## config.mk

```make
export PLATFORM = sky130hd
export DESIGN_NAME = hvt_hash
export DESIGN_NICKNAME = d
export VERILOG_FILES = /design/src/hdl/hvt_pkg.sv /design/src/hdl/hvt_hash.sv
export SDC_FILE = /design/constraint.sdc
export NUM_CORES = 1
export LEC_CHECK = 0
export ABC_AREA = 1
export BUFFER_PORTS_ARGS = -buffer_cell sky130_fd_sc_hd__buf_2
export CAP_MARGIN = 25
export CORE_ASPECT_RATIO = 1.75
export CORE_MARGIN = 3
export CORE_UTILIZATION = 45
export DETAILED_ROUTE_END_ITERATION = 10
export GPL_ROUTABILITY_DRIVEN = 0
export SLEW_MARGIN = 20
export SYNTH_ARGS = -nofsm -noshare
export SYNTH_HDL_FRONTEND = slang
export SYNTH_SLANG_ARGS = --single-unit
export TNS_END_PERCENT = 10
```

## constraint.sdc

```tcl
create_clock -name clk_i -period 2.3 [get_ports clk_i]
set_clock_uncertainty 0.05 [all_clocks]
set_input_delay 0.115 -clock clk_i [delete_from_list [all_inputs] [get_ports clk_i]]
set_output_delay 0.115 -clock clk_i [all_outputs]
set_load 0.02 [all_outputs]
```

## src/hdl/hvt_pkg.sv

```systemverilog
package hvt_pkg;

  localparam int CoordW  = 16;
  localparam int CostW   = 24;
  localparam int IdW     = 10;
  localparam int StatusW = 2;
  localparam int NumCoord = 4;

  typedef enum logic [1:0] {
    StOk       = 2'd0,
    StVtxFull  = 2'd1,
    StBktFull  = 2'd2,
    StNbrFull  = 2'd3
  } status_e;

  typedef enum logic [4:0] {
    S_IDLE,
    S_HASH,
    S_BIN,
    S_BKT_RD,
    S_BKT_WAIT,
    S_VC_RD,
    S_VC_WAIT,
    S_VC_CMP,
    S_DECIDE,
    S_EDGE_CHK,
    S_NA_RD,
    S_NA_WAIT,
    S_NA_CMP,
    S_NB_RD,
    S_NB_WAIT,
    S_NB_CMP,
    S_EDGE_A,
    S_EDGE_AW,
    S_EDGE_B,
    S_EDGE_BW,
    S_OUT,
    S_CLEAR
  } state_e;

  // one round of the integer mix, selected by step index
  function automatic logic [31:0] mix_step(input logic [31:0] k, input logic [2:0] s);
    logic [31:0] r;
    case (s)
      3'd0: r = k + (k << 12);
      3'd1: r = k ^ (k >> 22);
      3'd2: r = k + (k << 4);
      3'd3: r = k ^ (k >> 9);
      3'd4: r = k + (k << 10);
      3'd5: r = k ^ (k >> 2);
      3'd6: r = k + (k << 7);
      default: r = k ^ (k >> 12);
    endcase
    return r;
  endfunction

endpackage

```

## src/hdl/hvt_hash.sv

```systemverilog
// shared mix unit: one shift/add or shift/xor round per cycle
module hvt_hash
  import hvt_pkg::*;
(
  input  logic        clk_i,
  input  logic        rst_ni,
  input  logic        load_i,
  input  logic [31:0] key_i,
  output logic        done_o,
  output logic [31:0] mix_o
);
  logic [31:0] k_q, k_d;
  logic [2:0]  s_q, s_d;
  logic        busy_q, busy_d;

  always_comb begin
    k_d = k_q;
    s_d = s_q;
    busy_d = busy_q;
    if (load_i) begin
      k_d = key_i;
      s_d = '0;
      busy_d = 1'b1;
    end else if (busy_q) begin
      k_d = mix_step(k_q, s_q);
      s_d = s_q + 3'd1;
      if (s_q == 3'd7) busy_d = 1'b0;
    end
  end

  always_ff @(posedge clk_i or negedge rst_ni) begin
    if (!rst_ni) begin
      busy_q <= 1'b0;
      s_q <= '0;
    end else begin
      busy_q <= busy_d;
      s_q <= s_d;
    end
  end

  always_ff @(posedge clk_i) k_q <= k_d;

  assign done_o = !busy_q && !load_i;
  assign mix_o  = k_q;
endmodule

```

== Word-level counts from Yosys, hierarchy flattened ==
Index checks and enable logic that the tools add are counted.
W data, S select, Z words.
Word-level totals
  bits in registers: 36
  input bits: 35
  output and inout port bits: 33
  logic and storage cells: 32
Cells by class
  $add $sub $neg: 5
  equal/unequal tests: 7
  mux-type cells: 8
  bitwise operators: 4
  reductions and logical operators: 5
Operators by type and width (number)
  $pmux W32 S7: 1
  $add A32 B32 Y32: 4
  $mux W32: 2
  $xor A32 B10 Y32: 1
  $xor A32 B20 Y32: 1
  $xor A32 B23 Y32: 1
  $xor A32 B30 Y32: 1
  $eq A3 B3 Y1 const B: 4
  $eq A3 B2 Y1 const B: 2
  $mux W3: 2
  $add A3 B1 Y3 const B: 1
  $eq A3 B1 Y1 const B: 1
  $logic_not A3 Y1: 1
  $mux W1: 3
  $logic_not A1 Y1: 2
  $reduce_bool A2 Y1: 1
  $logic_and A1 B1 Y1: 1

== Longest topological paths before layout ==
  word-level depth: 4
  mapped depth: 17
  gate-level depth less buffers: 17

== Worst setup path after synthesis ==
OpenSTA, ideal clock, no wires.
  kind: register to register
  start point: reg k_q[7] (netlist: mix_o[7])
  end point: reg k_q[23] (netlist: mix_o[23]), data pin
  setup time: 0.252 ns
  data arrival time: 2.228 ns
  required time: 1.998 ns
  slack: -0.231 ns
  cell stages (with the launch flop): 18
  buffers on the path: 0
  period minus slack after synthesis: 2.531 ns
  cell sequence: edfxtp_1 > ha_1 > inv_1 > fa_1 > inv_1 > nand3_1 > nand3_1 > nand2_1 > nand2_2 > nand2_1 > nand2_1 > nand2_1 > nand3_1 > nand2_1 > nor2_1 > nand2_1 > nand2_1 > nand2_1
Between the ends
  word-level cells in the longest chain between the ends: 4
  elaborated cells between the ends (all ways): 7
  classes of those cells: 4 x add/sub; 3 x mux
RTL lines
  start, declared: RTL line hvt_hash.sv:12  | logic [31:0] k_q, k_d;
  start signal, assigned: RTL line hvt_hash.sv:41  | always_ff @(posedge clk_i) k_q <= k_d;
  $add A32 B32 Y32 (on tied branches)
  $pmux W32 S7 (*): RTL line hvt_pkg.sv:44  | case (s)
  $mux W32 (*): RTL line hvt_hash.sv:24  | end else if (busy_q) begin
  $mux W32 (*): RTL line hvt_hash.sv:20  | if (load_i) begin
  net k_d[23]: RTL line hvt_hash.sv:12
Mark *: on every way through the listed nets, which the timed path passes. The rest lies on a longest branch. The select of a mux whose other input is x is not followed.
A chain may end at the register's enable or synchronous reset.

== Worst setup path after layout ==
  start point: reg k_q[14] (netlist: mix_o[14])
  end point: reg k_q[29] (netlist: mix_o[29]), data pin
Same word-level chain as after synthesis.

==> results by group <==
Outcome
  – Status: finished, violations left
  – Failing checks: negative setup slack

Floorplanning
  – Site row count: 70
  – Initial Util: a little under half
  – Die Height: between 200 and 250 um
  – Ports: 68
  – Die width: between 100 and 150 um
  – DIE AREA: around 0.024 mm^2
  – Core area: between 0.02 and 0.025 mm^2

Timing
  – Final Setup Violations: 24
  – Fin Hold WS: roughly 44 ps
  – Final hold violations: 0
  – Setup_tns: -4030 ps
  – Tmin final: ~2600 ps
  – Slew margin rel.: about 58%
  – Final WS setup: -257 ps
  – Worst-Margin Slew: around 630 ps
  – Final period util: 111%
  – RSZ-0062 raised after global routing: true
  – Final slew viol count: 0
  – Maximum clock rate: between 300 and 400 MHz

Logic synthesis
  – Post-synth EDFFs: 32
  – Post-synth ARST share: between 10 and 15%
  – Post-synth top flop: edfxtp_1
  – Register bit total from synthesis: 36
  – Synth Warn #: 0
  – Gate Count Post-Synth: ~1,800
  – Syn nets: approximately 1,900
  – Post-Syn Area: around 0.0098 mm^2
  – Cell variety after synth: 54
  – Synth Area per Inst: between 5 and 6 um^2
  – Sequential fraction of the synthesis area: a little over a tenth

Global route
  – Initial antenna violation count: 0
  – First-pass GRT wire length: around 72 mm
  – Vias in the first global route: 13,500
  – Tot GR Track Use: 39.2%
  – GR Overflow Total: 0
  – Largest net degree at the start of global routing: 42

Placed design
  – PortBufs: 67
  – Place WS: -350 ps
  – Placed instance area: approximately 0.013 mm^2
  – Post-DP HPWL: between 30 and 40 mm

Setup path
  – WP data arrival: around 2600 ps
  – Setup Crit Path Kind: flop to flop
  – Startpoint Class: flop
  – Reg2Reg Setup Slack: -260 ps
  – Crit-path max FO: 4
  – Req. time, crit path: approximately 2300 ps
  – R2R depth: 14
  – Kind of end point of the critical path: flop

Drt
  – DR pass1 iterations: 6
  – Average routed wire per standard cell: between 15 and 20 um
  – DR iter-0 viols: around 1,300
  – Vias per cell: 5.59
  – Vias: roughly 14,000
  – ANT nets after route: 0
  – Routed WL: roughly 50 mm
  – Remaining DRCs: 0

Clock tree
  – CTS clk-pin slew, worst paths: 60 ps
  – Num Clock Sinks: 36
  – CTS Buffer Depth: 2
  – CTS tree: built
  – CTS Buf Count: 5
  – CTS root buf: clkbuf_16
  – H-tree depth: 2
  – Clk_lat worst skew: 300 ps

Cells and area
  – Fraction of layout cells with a size suffix above 1: between 30% and 40%
  – Most frequent cells in the layout: nand2_1 (584), buf_4 (326), inv_1 (277), nand3_1 (120), nor2_1 (108)
  – Finished Cell Area: 0.0148 mm^2
  – Number of diodes: 0
  – Most common cell after layout, fill and taps aside: nand2_1
  – Total Nets Final: approximately 2,300
  – Layout area overhead: 51.0%

Power
  – Worst VDD drop: between 0.5 and 0.6 mV
  – Leak pwr: 7.90 nW
  – Power Dens Cells: roughly 1200 mW/mm^2

Min path
  – Worst Hold Class: primary input to flop
  – Hold Path Stages: 3

Flow run
  – Max_cap viols: 0
-- power breakdown --
| part | internal [mW] | total [mW] | switching [mW] |
|---|---|---|---|
| Clock | 0.436 | 0.783 | 0.347 |
| Combinational | 6.71 | 15.7 | 9.01 |
| Sequential | 0.935 | 1.10 | 0.170 |
-- final cells by class --
| cell class | instances | area, um^2 |
|---|---|---|
| sequential | 36 | 1060 |
| timing repair buffer | 433 | 3410 |
| clock inverter | 2 | 13.8 |
| fill | 1909 | 6360 |
| multi-input combinational | 1443 | 8740 |
| inverter | 293 | 1100 |
| tap | 288 | 360 |
| clock buffer | 6 | 139 |
-- through the flow --
step                power (mW)  utilization, %  instances
floorplan                 8.35               -       1803
CTS                       16.2            66.7       2485
detailed placement        14.2            61.6       2456
global placement          14.1            61.6       2456
finish                    17.6            70.0       2501
global route              18.9            70.0       2501
-- final timing paths --
| kind | startpoint | end |
|---|---|---|
| max in group asynchronous | rst_ni | busy_q |
| worst max register to register | mix_o[14] | mix_o[29] |
| min in group asynchronous | rst_ni | s_q[1] |
| worst min-delay path | key_i[10] | mix_o[10] |
| worst min register to register | busy_q | s_q[2] |
| worst max-delay path | mix_o[14] | mix_o[29] |
-- logic make-up after synthesis --
group / share of synthesized area [%]
XOR/XNOR: 1.69
flip-flops: 10.8
AND/OR/NAND/NOR: 46.7
adder cells (fa/ha/maj): 13.2
buffers and inverters: 13.0
AO/OA/AOI/OAI: 14.7
-- worst max-delay path, stage by stage (launching register included) --
cell,delay [ps]
edfxtp_1,440
buf_4,190
buf_6,150
ha_1,340
nand2_1,80
nand2_1,80
buf_4,130
inv_1,40
nand2_1,60
a21oi_1,190
nand4_1,140
nand3_2,160
nand3_1,80
o21ai_1,120
nand2_1,60
-- state kept, by name (all words and copies together), names as in the netlist --
name and cells:
s_q 3, busy_q 1, mix_o 32
-- synth_stat cells, drive strengths merged (5+ instances only) --
cell type    n  share of area, %
nand2      654                25
inv        291                11
nand3      164               8.8
nor2       154               6.7
o21ai      119               6.2
a21oi      116               6.0
ha          97                12
edfxtp      32               9.8
nand4       31               2.0
or2         18               1.1
nand3b      17               1.3
buf         16               1.0
clkbuf      14              0.57
xor2        10              0.89
nor3         9              0.62
xnor2        9              0.80
a21boi       6              0.46
o21bai       5              0.46
-- timing repair --
item / CTS / global route
endpoints found under the setup margin: 26 / 28
gates cloned: 1 / 1
buffers inserted: 19 / 15
hold endpoints to repair: 4 / 0
hold buffers: 1 / 0
pin swaps: 20 / 35
gates resized for setup: 153 / 113
-- per-layer routing --
metal	global-route usage, %	up-vias	part of all wire (%)
met3	7.48	309	9.1
met2	66.1	825	45
met1	41.0	6189	33
li1	-	6646	-
met5	0	-	0
met4	35.1	0	12
No activity file was read; power rests on OpenSTA's default activity.
