### src/hdl/hvt_ram.sv
module hvt_ram #(
  parameter int Width = 8,
  parameter int Depth = 16
) (
  input  logic                     clk_i,
  input  logic                     we_i,
  input  logic [$clog2(Depth)-1:0] waddr_i,
  input  logic [Width-1:0]         wdata_i,
  input  logic [$clog2(Depth)-1:0] raddr_i,
  output logic [Width-1:0]         rdata_o
);
  logic [Width-1:0] mem_q [Depth];

  always_ff @(posedge clk_i) begin
    if (we_i) mem_q[waddr_i] <= wdata_i;
    rdata_o <= mem_q[raddr_i];
  end
endmodule

### config.mk
export PLATFORM = sky130hd
export DESIGN_NAME = hvt_ram
export DESIGN_NICKNAME = d
export VERILOG_FILES = /design/src/hdl/hvt_ram.sv
export SDC_FILE = /design/constraint.sdc
export NUM_CORES = 1
export LEC_CHECK = 0
export BUFFER_PORTS_ARGS = -buffer_cell sky130_fd_sc_hd__buf_2
export CAP_MARGIN = 10
export CORE_MARGIN = 8
export CORE_UTILIZATION = 50
export DETAILED_ROUTE_END_ITERATION = 10
export PLACE_DENSITY = 0.78
export SLEW_MARGIN = 20
export SYNTH_ARGS = -nofsm -noshare
export SYNTH_HDL_FRONTEND = slang
export SYNTH_SLANG_ARGS = --single-unit
### constraint.sdc
create_clock -name clk_i -period 2.4 [get_ports clk_i]
set_input_delay 0.36 -clock clk_i [delete_from_list [all_inputs] [get_ports clk_i]]
set_output_delay 0.36 -clock clk_i [all_outputs]
set_load 0.05 [all_outputs]
Word level (Yosys, flattened, before mapping):

Memories as Yosys holds them, arrays and structs flattened. A register that Yosys moved wholly into a read port is not among the register bits.
Cells that the tools add are included.

* flip-flop bits (word level): 0
* bits in latches: 0
* bits in writable memories: 128
* memory bits (read-only): 0
* input bits: 18
* output and inout bits: 8
* word-level logic and storage cells: 3
* memories: 1

Memories
* mem_q: depth 16, bits a word 8, rd ports 1, clocked after Yosys merged registers in 1, write ports 1, RTL line 12 `logic [Width-1:0] mem_q [Depth];`

* $add $sub $neg: 0
* multiply operators: 0
* div/mod/pow operators: 0
* order comparisons: 0
* equality and inequality tests: 0
* shifts and indexed selects: 0
* multiplexer cells: 2
* bitwise gates (word level): 0
* reduce and logical (&&, ||, !) cells: 0

Operators with widths (count)
* $mux W1: 2

Logic depth before layout (Yosys ltp):

Gate-level depths: netlist (run 1).

* depth after elaboration: 2
* depth in mapped cells: 5
* depth with buffers taken out: 3

Least setup slack after synthesis (run 1):

Ideal clock, no wire load.

* path type: input to register
* start: input waddr_i[2]
* end: memory mem_q[0][0], enable pin
* library setup time: 0.383 ns
* arrival: 1.470 ns
* required time: 2.017 ns
* setup slack: 0.547 ns
* stages: 2
* buffers on the path: 0
* cells stage by stage: or3b_2 > nor3_1

RTL lines
* start: declaration: RTL line 7 `input logic [$clog2(Depth)-1:0] waddr_i,`
* end: declaration: RTL line 12

Straight into the memory's write port.

Final worst setup path (run 1):

* start: register rdata_o[5] (read register of mem_q)
* end: output rdata_o[5]

RTL lines
* start: declaration: RTL line 10 `output logic [Width-1:0] rdata_o`

No word-level cell between the ends.

==> results.sh, run 1 <==
export IMPL_grt_pass1_vias=2575
export IMPL_numCtsBuffers=17
export IMPL_antenna_cells=0
export IMPL_fmax_mhz=654
export IMPL_syn_inst=229
export IMPL_place_ws_ns=0.582
export IMPL_avgSynthCellArea_um2=22.5
export IMPL_yosysTopAreaCell="edfxtp_1"
export IMPL_report_final_hold_viol_count=0
export IMPL_io_pin_count=26
export IMPL_power_density_mw_per_mm2=873
export IMPL_totalWireLength_um=9900
export IMPL_cts_tree="yes"
export IMPL_fp_coreArea_mm2=0.0101
export IMPL_rows=37
export IMPL_final_max_slew_viol_count=0
export IMPL_ys_warn_count=0
export IMPL_htree_levels=4
export IMPL_yosysSeqAreaShare_pct=77.8
export IMPL_setup_viol=0
export IMPL_cp_required_ns=2.04
export IMPL_grt_setup_unrepaired="no"
export IMPL_start_util_pct=50.8
export IMPL_crit_type="reg -> out"
export IMPL_ir_drop_mv=0.344
export IMPL_post_route_util_pct=59.8
export IMPL_gr_total_overflow=0
export IMPL_post_route_cells_drive_above_1_share_pct=31.4
export IMPL_fillers=670
export IMPL_clockBufferDepth=2
export IMPL_leakagePower_uw=0.00205
export IMPL_post_dp_hpwl_um=5960
export IMPL_worstPathMaxFanout=1
export IMPL_grt_pass1_wl_um=15100
export IMPL_grt_start_max_net_pins=33
export IMPL_wl_per_cell_um=23.1
export IMPL_detail_route_vias_per_cell=5.65
export IMPL_critPathBufInv=1
export IMPL_synthToLayoutAreaGrowth_pct=17.7
export IMPL_dr_first_iter_drc_count=217
export IMPL_maxCapViolations=0
export IMPL_cp_slowest_cell="dfxtp_1"
export IMPL_synth_top_area_share_pct=74.7
export IMPL_port_buffer_count=25
export IMPL_firstDrtPassIters=5
export IMPL_setup_ws_ns=0.872
export IMPL_whs_ns=0.242
export IMPL_fin_crit_sh_pct=63.7
export IMPL_nets=299
export IMPL_track_usage_pct=14.9
export IMPL_cts_sinks=136
export IMPL_cpPeakStageDelay_ns=0.37
export IMPL_worstSetupStartpointType="register"
export IMPL_ant_nets=0
export IMPL_crit_family="flip-flops"
export IMPL_worstMarginPinSlew_ns=0.803
export IMPL_cts_resized=0
export IMPL_die_y_um=117
export IMPL_place_congestion=0.715
export IMPL_skew_ns=0.00703
export IMPL_status="finished, final reports clean"
export IMPL_cts_root_buffer="clkbuf_8"
export IMPL_hold_path_class="in -> reg"
export IMPL_clk_latency_ns=0.51
export IMPL_regArea_mm2=0.00400
export IMPL_multi_input_area_mm2=0.00106
export IMPL_hold_buffers=0
export IMPL_fin_crit_ns=1.53
export IMPL_synth_area_leaders="edfxtp_1 75%, mux4_2 7.9%, mux4_1 7.1%"
export IMPL_drc_errors=0
export IMPL_antenna_found_initial=0
export IMPL_setup_tns_final_ns=0
export IMPL_clk_pin_slew_ns=0.06
export IMPL_ys_seq_elements=136
export IMPL_dieWidth_um=117
export IMPL_path_cells="buf_2"
export IMPL_syn_nets=247
export IMPL_post_cts_setup_buffers=0
export IMPL_maxSlewHeadroom_pct=46.3
export IMPL_syn_cell_area_mm2=0.00515
export IMPL_vias=2422
export IMPL_arrival_ns=1.17
export IMPL_yosysUniqueCellTypes=19
export IMPL_crit_path_end_kind="primary output"
export IMPL_dieArea_mm2=0.0138
-- path summary, 6_finish.rpt --
kind,startpoint,to,slack [ns],cells past startpoint
worst max-delay path,rdata_o[5],rdata_o[5],0.87,1
worst min-delay path,wdata_i[0],mem_q[7][0],0.24,1
worst max register to register,mem_q[1][0],rdata_o[0],1.03,3
worst min register to register,mem_q[12][3],rdata_o[3],0.66,3
-- cells by family (layout without fill, tap and decap cells) --
family          Yosys count  after routing  synth area share (%)
mux                      32             32                  15.0
simple gates             35             35                  3.18
compound gates           16             16                  2.33
buf+inv                  10             74                  1.68
flops                   136            136                  77.8
-- layout by cell type (no fill, tap or decap), types with 2 or more instances in the layout --
cell	netlist	routed
a22oi_1	16	16
buf_12	0	2
buf_2	3	25
buf_4	1	16
clkbuf_16	0	16
clkinv_4	0	2
clkinvlp_4	0	6
dfxtp_1	8	8
edfxtp_1	128	128
inv_6	0	3
mux4_1	14	14
mux4_2	18	18
nand2_1	9	9
nand2b_1	2	2
nand3b_1	2	2
nor2_1	13	13
nor3_1	4	4
-- state kept, by name, indices dropped and copies added, names as in the netlist --
| register | cells |
|---|---|
| rdata_o | 8 |
| mem_q | 128 |
-- cell usage after synthesis (all sizes together) --
| cell | number |
|---|---|
| a22oi | 16 |
| dfxtp | 8 |
| nor2 | 13 |
| clkdlybuf4s25 | 3 |
| nand3b | 2 |
| nand3 | 1 |
| nand2b | 2 |
| and2b | 1 |
| buf | 7 |
| or3b | 1 |
| and2 | 1 |
| nor3 | 4 |
| mux4 | 32 |
| nand2 | 9 |
| nor2b | 1 |
| edfxtp | 128 |
-- metrics by stage --
stage	std cells	total power [uW]	cell area, um2
after floorplan	229	2910	5150
after global placement	398	3010	5520
after detailed placement	398	3020	5520
after CTS	429	5330	6060
after global routing	429	5440	6060
final	429	5290	6060
-- final cells by class --
class,instances,share of cell area (%)
Clock buffer,17,6.84
Clock inverter,14,2.11
Multi-Input combinational cell,83,17.5
Sequential cell,136,66.1
Tap cell,136,2.81
Timing Repair Buffer,43,4.71
-- power breakdown --
| group | total, uW | switching (uW) | internal [uW] |
|---|---|---|---|
| clock network | 2320 | 950 | 1370 |
| registers | 2670 | 17.9 | 2660 |
| logic | 294 | 188 | 106 |
| total | 5290 | 1160 | 4130 |
-- routing by layer --
layer	global-route usage (%)	routed length [um]	part of all wire, %
met1	18.1	3970	40
met2	24.3	5050	51
met3	4.94	798	8.1
met4	5.44	82	0.83
met5	0	0	0
No activity file was read; power rests on OpenSTA's default activity.
==> run 2, diff against run 1 <==
--- a/config.mk
+++ b/config.mk
@@ -5,6 +5,7 @@
 export SDC_FILE = /design/constraint.sdc
 export NUM_CORES = 1
 export LEC_CHECK = 0
+export ABC_AREA = 1
 export BUFFER_PORTS_ARGS = -buffer_cell sky130_fd_sc_hd__buf_2
 export CAP_MARGIN = 10
 export CORE_MARGIN = 8
==> constraint.sdc (replaced) <==
create_clock -name clk_i -period 1.6 [get_ports clk_i]
set_input_delay 0.24 -clock clk_i [delete_from_list [all_inputs] [get_ports clk_i]]
set_output_delay 0.24 -clock clk_i [all_outputs]
set_load 0.05 [all_outputs]
==> run 2 against run 1 <==
Net effect:
- combinational power is 94% higher
- power is 59% higher
- via count is 63% higher
- area after synthesis is 12% higher
- register-to-register slack worse by 0.47 ns
==> results.sh, run 2 <==
export IMPL_status="finished, final reports clean"
export IMPL_report_final_hold_viol_count=0
export IMPL_syn_cell_area_mm2=0.00577
export IMPL_hold_path_class="in -> reg"
export IMPL_port_buffer_count=25
export IMPL_htree_levels=4
export IMPL_dp_cells=717
export IMPL_start_util_pct=50.9
export IMPL_min_from="raddr_i[3]"
export IMPL_nets=611
export IMPL_leakagePower_uw=0.00293
export IMPL_synth_area_leaders="edfxtp_1 67%, nand2_1 11%, nand3_1 8.4%"
export IMPL_detail_route_vias_per_cell=5.28
export IMPL_drc_errors=0
export IMPL_avgSynthCellArea_um2=10.5
export IMPL_crit_type="reg -> out"
export IMPL_dr_first_iter_drc_count=505
export IMPL_rows=39
export IMPL_ys_seq_elements=136
export IMPL_grt_pass1_vias=3964
export IMPL_dieWidth_um=123
export IMPL_synthArstFlopShare_pct=0
export IMPL_r2r_slack_ns=0.56
export IMPL_cts_resized=0
export IMPL_ant_nets=0
export IMPL_cpPeakStageDelay_ns=0.36
export IMPL_ir_drop_mv=0.682
export IMPL_reg_top3="mem_q (128), rdata_o (8)"
export IMPL_track_usage_pct=18.2
export IMPL_final_cell_mix="173 x nand2_1, 128 x edfxtp_1, 100 x inv_1"
export IMPL_maxCapViolations=0
export IMPL_fp_coreArea_mm2=0.0113
export IMPL_antenna_cells=0
export IMPL_holdPathStages=3
export IMPL_synth_most_common_cell="nand2_1"
export IMPL_synthTopCellsByCount="173 x nand2_1, 128 x edfxtp_1, 100 x inv_1"
export IMPL_top_register="mem_q"
export IMPL_grt_start_max_net_pins=41
export IMPL_syn_nets=569
export IMPL_arrival_ns=1.05
export IMPL_yosysUniqueCellTypes=12
export IMPL_largest_register_ff_count=128
export IMPL_setup_tns_final_ns=0
export IMPL_clk_latency_ns=0.41
export IMPL_grt_setup_unrepaired="no"
export IMPL_maxSlewHeadroom_pct=59.4
export IMPL_path_cells="buf_2"
export IMPL_numCtsBuffers=17
export IMPL_reg2reg_depth=6
export IMPL_place_congestion=0.867
export IMPL_skew_ns=0.00731
export IMPL_hold_buffers=0
export IMPL_setup_viol=0
export IMPL_dieArea_mm2=0.0152
export IMPL_gr_total_overflow=0
export IMPL_r2r_end="rdata_o[1]"
export IMPL_final_max_slew_viol_count=0
export IMPL_fmax_mhz=778
export IMPL_vias=3957
export IMPL_stdcell_count=749
export IMPL_clockBufferDepth=2
export IMPL_worstMarginPinSlew_ns=0.608
export IMPL_hold_path_end="rdata_o[0]"
export IMPL_crit_path_end_kind="primary output"
export IMPL_layout_commonest_cell="nand2_1"
export IMPL_worstPathMaxFanout=1
export IMPL_synth_edf_count=128
export IMPL_antenna_found_initial=0
export IMPL_cts_root_buffer="clkbuf_16"
export IMPL_yosysSeqAreaShare_pct=69.4
export IMPL_fin_crit_sh_pct=80.3
export IMPL_fin_total_pwr_uw=8410
export IMPL_grt_pass1_wl_um=20600
export IMPL_synth_top_area_share_pct=66.7
export IMPL_post_cts_setup_buffers=0
export IMPL_syn_inst=551
export IMPL_whs_ns=0.200
export IMPL_clk_pin_slew_ns=0.05
export IMPL_cp_slowest_cell="dfxtp_1"
export IMPL_r2r_start="mem_q[8][1]"
export IMPL_synthToLayoutAreaGrowth_pct=16.0
export IMPL_post_dp_hpwl_um=7860
export IMPL_yosysTopAreaCell="edfxtp_1"
export IMPL_power_density_mw_per_mm2=1260
export IMPL_die_y_um=123
export IMPL_fin_crit_ns=1.29
export IMPL_cts_tree="yes"
export IMPL_wl_per_cell_um=17.2
export IMPL_io_pin_count=26
export IMPL_synth_flop_cell="edfxtp_1"
export IMPL_cp_required_ns=1.36
export IMPL_cts_sinks=136
export IMPL_firstDrtPassIters=7
export IMPL_post_route_cells_drive_above_1_share_pct=12.7
export IMPL_totalWireLength_um=12900
export IMPL_crit_family="flip-flops"
export IMPL_worstSetupStartpointType="register"
export IMPL_ys_warn_count=0
export IMPL_critPathBufInv=1
[run 2: how the worst max path moves through the flow]
| stage | from | end | slack, ns | depth (start not counted) |
|---|---|---|---|---|
| 2_1_floorplan | waddr_i[2] | mem_q[10][0] | 0.41 | 2 |
| 3_3_place_gp | raddr_i[2] | rdata_o[1] | 0.22 | 5 |
| 3_5_place_dp | raddr_i[2] | rdata_o[2] | 0.22 | 5 |
| 4_1_cts | rdata_o[6] | rdata_o[6] | 0.30 | 1 |
| 5_1_grt | rdata_o[4] | rdata_o[4] | 0.28 | 1 |
| 6_report | rdata_o[5] | rdata_o[5] | 0.31 | 1 |
[run 2: stage by stage]
step,util (%),worst slack [ns],cell area (um2)
global route,59.1,0.280,6690
global placement,53.9,0.223,6110
CTS,59.1,0.301,6690
detailed placement,53.9,0.217,6110
finish,59.1,0.315,6690
floorplan,-,0.409,5770
[run 2: cell type report]
| cell class | count | area [um2] |
|---|---|---|
| repair buffers | 47 | 328 |
| flip-flops and latches | 136 | 4000 |
| inverters | 102 | 383 |
| well taps | 143 | 179 |
| fillers | 908 | 4630 |
| clock buffers | 17 | 425 |
| clock inverters | 15 | 159 |
| multi-input cells | 289 | 1210 |
[run 2: power by group]
group / switching, uW / internal (uW)
Combinational: 419 / 150
Clock: 1400 / 2420
Sequential: 27.9 / 3980
[run 2: cell families (layout without fill, tap and decap cells)]
group / Yosys count / in the layout / share of synthesized area, %
buffers and inverters: 126 / 181 / 9.52
and+or+nand+nor: 289 / 289 / 21.0
DFF: 136 / 136 / 69.4
[run 2: per-layer routing]
layer | up-vias | part of all wire (%) | GRT usage [%]
met5 | - | 0 | 0
met4 | 0 | 2.3 | 8.28
met3 | 29 | 7.3 | 3.38
met2 | 185 | 50 | 29.7
met1 | 1885 | 40 | 23.2
li1 | 1858 | - | -
==> run 3, diff against run 2 <==
--- a/config.mk
+++ b/config.mk
@@ -5,7 +5,7 @@
 export SDC_FILE = /design/constraint.sdc
 export NUM_CORES = 1
 export LEC_CHECK = 0
-export ABC_AREA = 1
+export ABC_AREA = 0
 export BUFFER_PORTS_ARGS = -buffer_cell sky130_fd_sc_hd__buf_2
 export CAP_MARGIN = 10
 export CORE_MARGIN = 8
==> constraint.sdc (replaced) <==
create_clock -name clk_i -period 1.3 [get_ports clk_i]
set_input_delay 0.195 -clock clk_i [delete_from_list [all_inputs] [get_ports clk_i]]
set_output_delay 0.195 -clock clk_i [all_outputs]
set_load 0.05 [all_outputs]
==> run 3 against run 2 <==
Net effect:
- the flow now finishes with violations (setup timing)
- non-clock buffer count grew 5
- die area shrank 9.4%
- count of clock-buffer cells in the layout is the same
- cell count shrank 41%
- utilization grew 2.8 points
- routed wire length shrank 20%
- sequential power grew 23%
- setup slack lost 0.34 ns
- highest routed layer unchanged
==> results.sh, run 3 (same netlist as run 1, synthesis figures left out) <==
export IMPL_dr_first_iter_drc_count=192
export IMPL_fp_coreArea_mm2=0.0101
export IMPL_antenna_found_initial=0
export IMPL_rows=37
export IMPL_start_util_pct=50.8
export IMPL_fin_crit_ns=1.33
export IMPL_post_cts_setup_buffers=0
export IMPL_cp_slowest_cell="mux4_2"
export IMPL_setup_tns_final_ns=-0.0514
export IMPL_wl_met3_um=1010
export IMPL_power_density_mw_per_mm2=1610
export IMPL_clk_pin_slew_ns=0.07
export IMPL_worstSetupStartpointType="register"
export IMPL_firstDrtPassIters=5
export IMPL_port_buffer_count=25
export IMPL_gr_total_overflow=0
export IMPL_crit_path_end_kind="register"
export IMPL_wirelength_met1_um=4160
export IMPL_wl_met2_um=4930
export IMPL_cts_tree="yes"
export IMPL_nets=308
export IMPL_track_usage_pct=15.8
export IMPL_worstPathMaxFanout=1
export IMPL_grt_pass1_wl_um=16000
export IMPL_place_ws_ns=-0.389
export IMPL_totalWireLength_um=10300
export IMPL_antenna_cells=0
export IMPL_cp_required_ns=1.71
export IMPL_clk_latency_ns=0.53
export IMPL_final_cell_mix="128 x edfxtp_1, 27 x mux4_2, 24 x buf_4"
export IMPL_crit_type="reg -> reg"
export IMPL_fin_crit_sh_pct=102
export IMPL_place_congestion=0.751
export IMPL_synthToLayoutAreaGrowth_pct=22.0
export IMPL_grt_start_max_net_pins=25
export IMPL_top_register="mem_q"
export IMPL_grt_setup_unrepaired="yes"
export IMPL_violations="setup timing"
export IMPL_routed_top_layer="met4"
export IMPL_io_pin_count=26
export IMPL_cts_root_buffer="clkbuf_8"
export IMPL_reg_top3="mem_q (128), rdata_o (8)"
export IMPL_hold_path_class="in -> reg"
export IMPL_layout_commonest_cell="edfxtp_1"
export IMPL_arrival_ns=1.74
export IMPL_detail_route_vias_per_cell=5.72
export IMPL_htree_levels=4
export IMPL_ir_drop_mv=0.839
export IMPL_cts_sinks=136
export IMPL_setup_viol=3
export IMPL_path_cells="mux4_2 > a22oi_1 > nand2_1"
export IMPL_fillers=659
export IMPL_worstMarginPinSlew_ns=0.869
export IMPL_skew_ns=0.00818
export IMPL_largest_register_ff_count=128
export IMPL_leakagePower_uw=0.00211
export IMPL_status="finished with violations"
export IMPL_post_route_cells_drive_above_1_share_pct=42.2
export IMPL_drc_errors=0
export IMPL_dieWidth_um=117
export IMPL_numCtsBuffers=17
export IMPL_report_final_hold_viol_count=0
export IMPL_clockBufferDepth=2
export IMPL_post_route_util_pct=61.9
export IMPL_hold_buffers=0
export IMPL_die_y_um=117
export IMPL_post_dp_hpwl_um=6380
export IMPL_wl_per_cell_um=23.4
export IMPL_vias=2513
export IMPL_final_max_slew_viol_count=0
export IMPL_fmax_mhz=753
export IMPL_ant_nets=0
export IMPL_fin_total_pwr_uw=10100
export IMPL_maxSlewHeadroom_pct=41.9
export IMPL_dieArea_mm2=0.0138
export IMPL_setup_ws_ns=-0.0277
export IMPL_grt_pass1_vias=2743
export IMPL_maxCapViolations=0
export IMPL_cpPeakStageDelay_ns=0.47
run 3: layout make-up:
type / count / area [um2] / area share, %
flip-flops and latches: 136 / 4010 / 63.8
repair buffers: 52 / 438 / 6.97
well taps: 136 / 170 / 2.71
clock inverters: 15 / 155 / 2.47
clock buffers: 17 / 414 / 6.60
multi-input cells: 83 / 1090 / 17.4
run 3: metrics by stage:
stage | hold WS [ns] | instance area (um2) | instances
2_1_floorplan | 0.294 | 5190 | 229
5_1_grt | 0.0414 | 6280 | 439
4_1_cts | 0.0357 | 6280 | 439
3_3_place_gp | 0.577 | 5670 | 407
6_report | 0.0558 | 6280 | 439
3_5_place_dp | 0.591 | 5670 | 407
run 3: worst paths after layout:
check | slack [ns] | endpoint | startpoint | cells past startpoint
worst min-delay path | 0.06 | mem_q[1][5] | wdata_i[5] | 1
worst min register to register | 0.67 | rdata_o[0] | mem_q[12][0] | 3
worst max register to register | -0.03 | rdata_o[7] | mem_q[1][7] | 3
worst max-delay path | -0.03 | rdata_o[7] | mem_q[1][7] | 3
run 3: timing repair:
| item | 4_1_cts | 5_1_grt |
|---|---|---|
| setup endpoints to repair | 12 | 10 |
| pin swaps | 5 | 2 |
| resized for setup | 21 | 9 |
run 3: power breakdown:
group          switching (uW)  internal [uW]
combinational             372            251
sequential               38.9           4900
clock                    1960           2610
run 3: critical path: cells and delay by family (launching register included):
family          cells  cell delay, ns
flops               1            0.40
compound gates      1            0.27
mux                 1            0.47
simple gates        1            0.08
run 3: per-layer routing:
layer  GRT usage (%)  up-vias
met2            24.3      134
met3            5.13       17
met1            20.1     1273
met5               0        -
met4            7.53        0
li1                -     1089
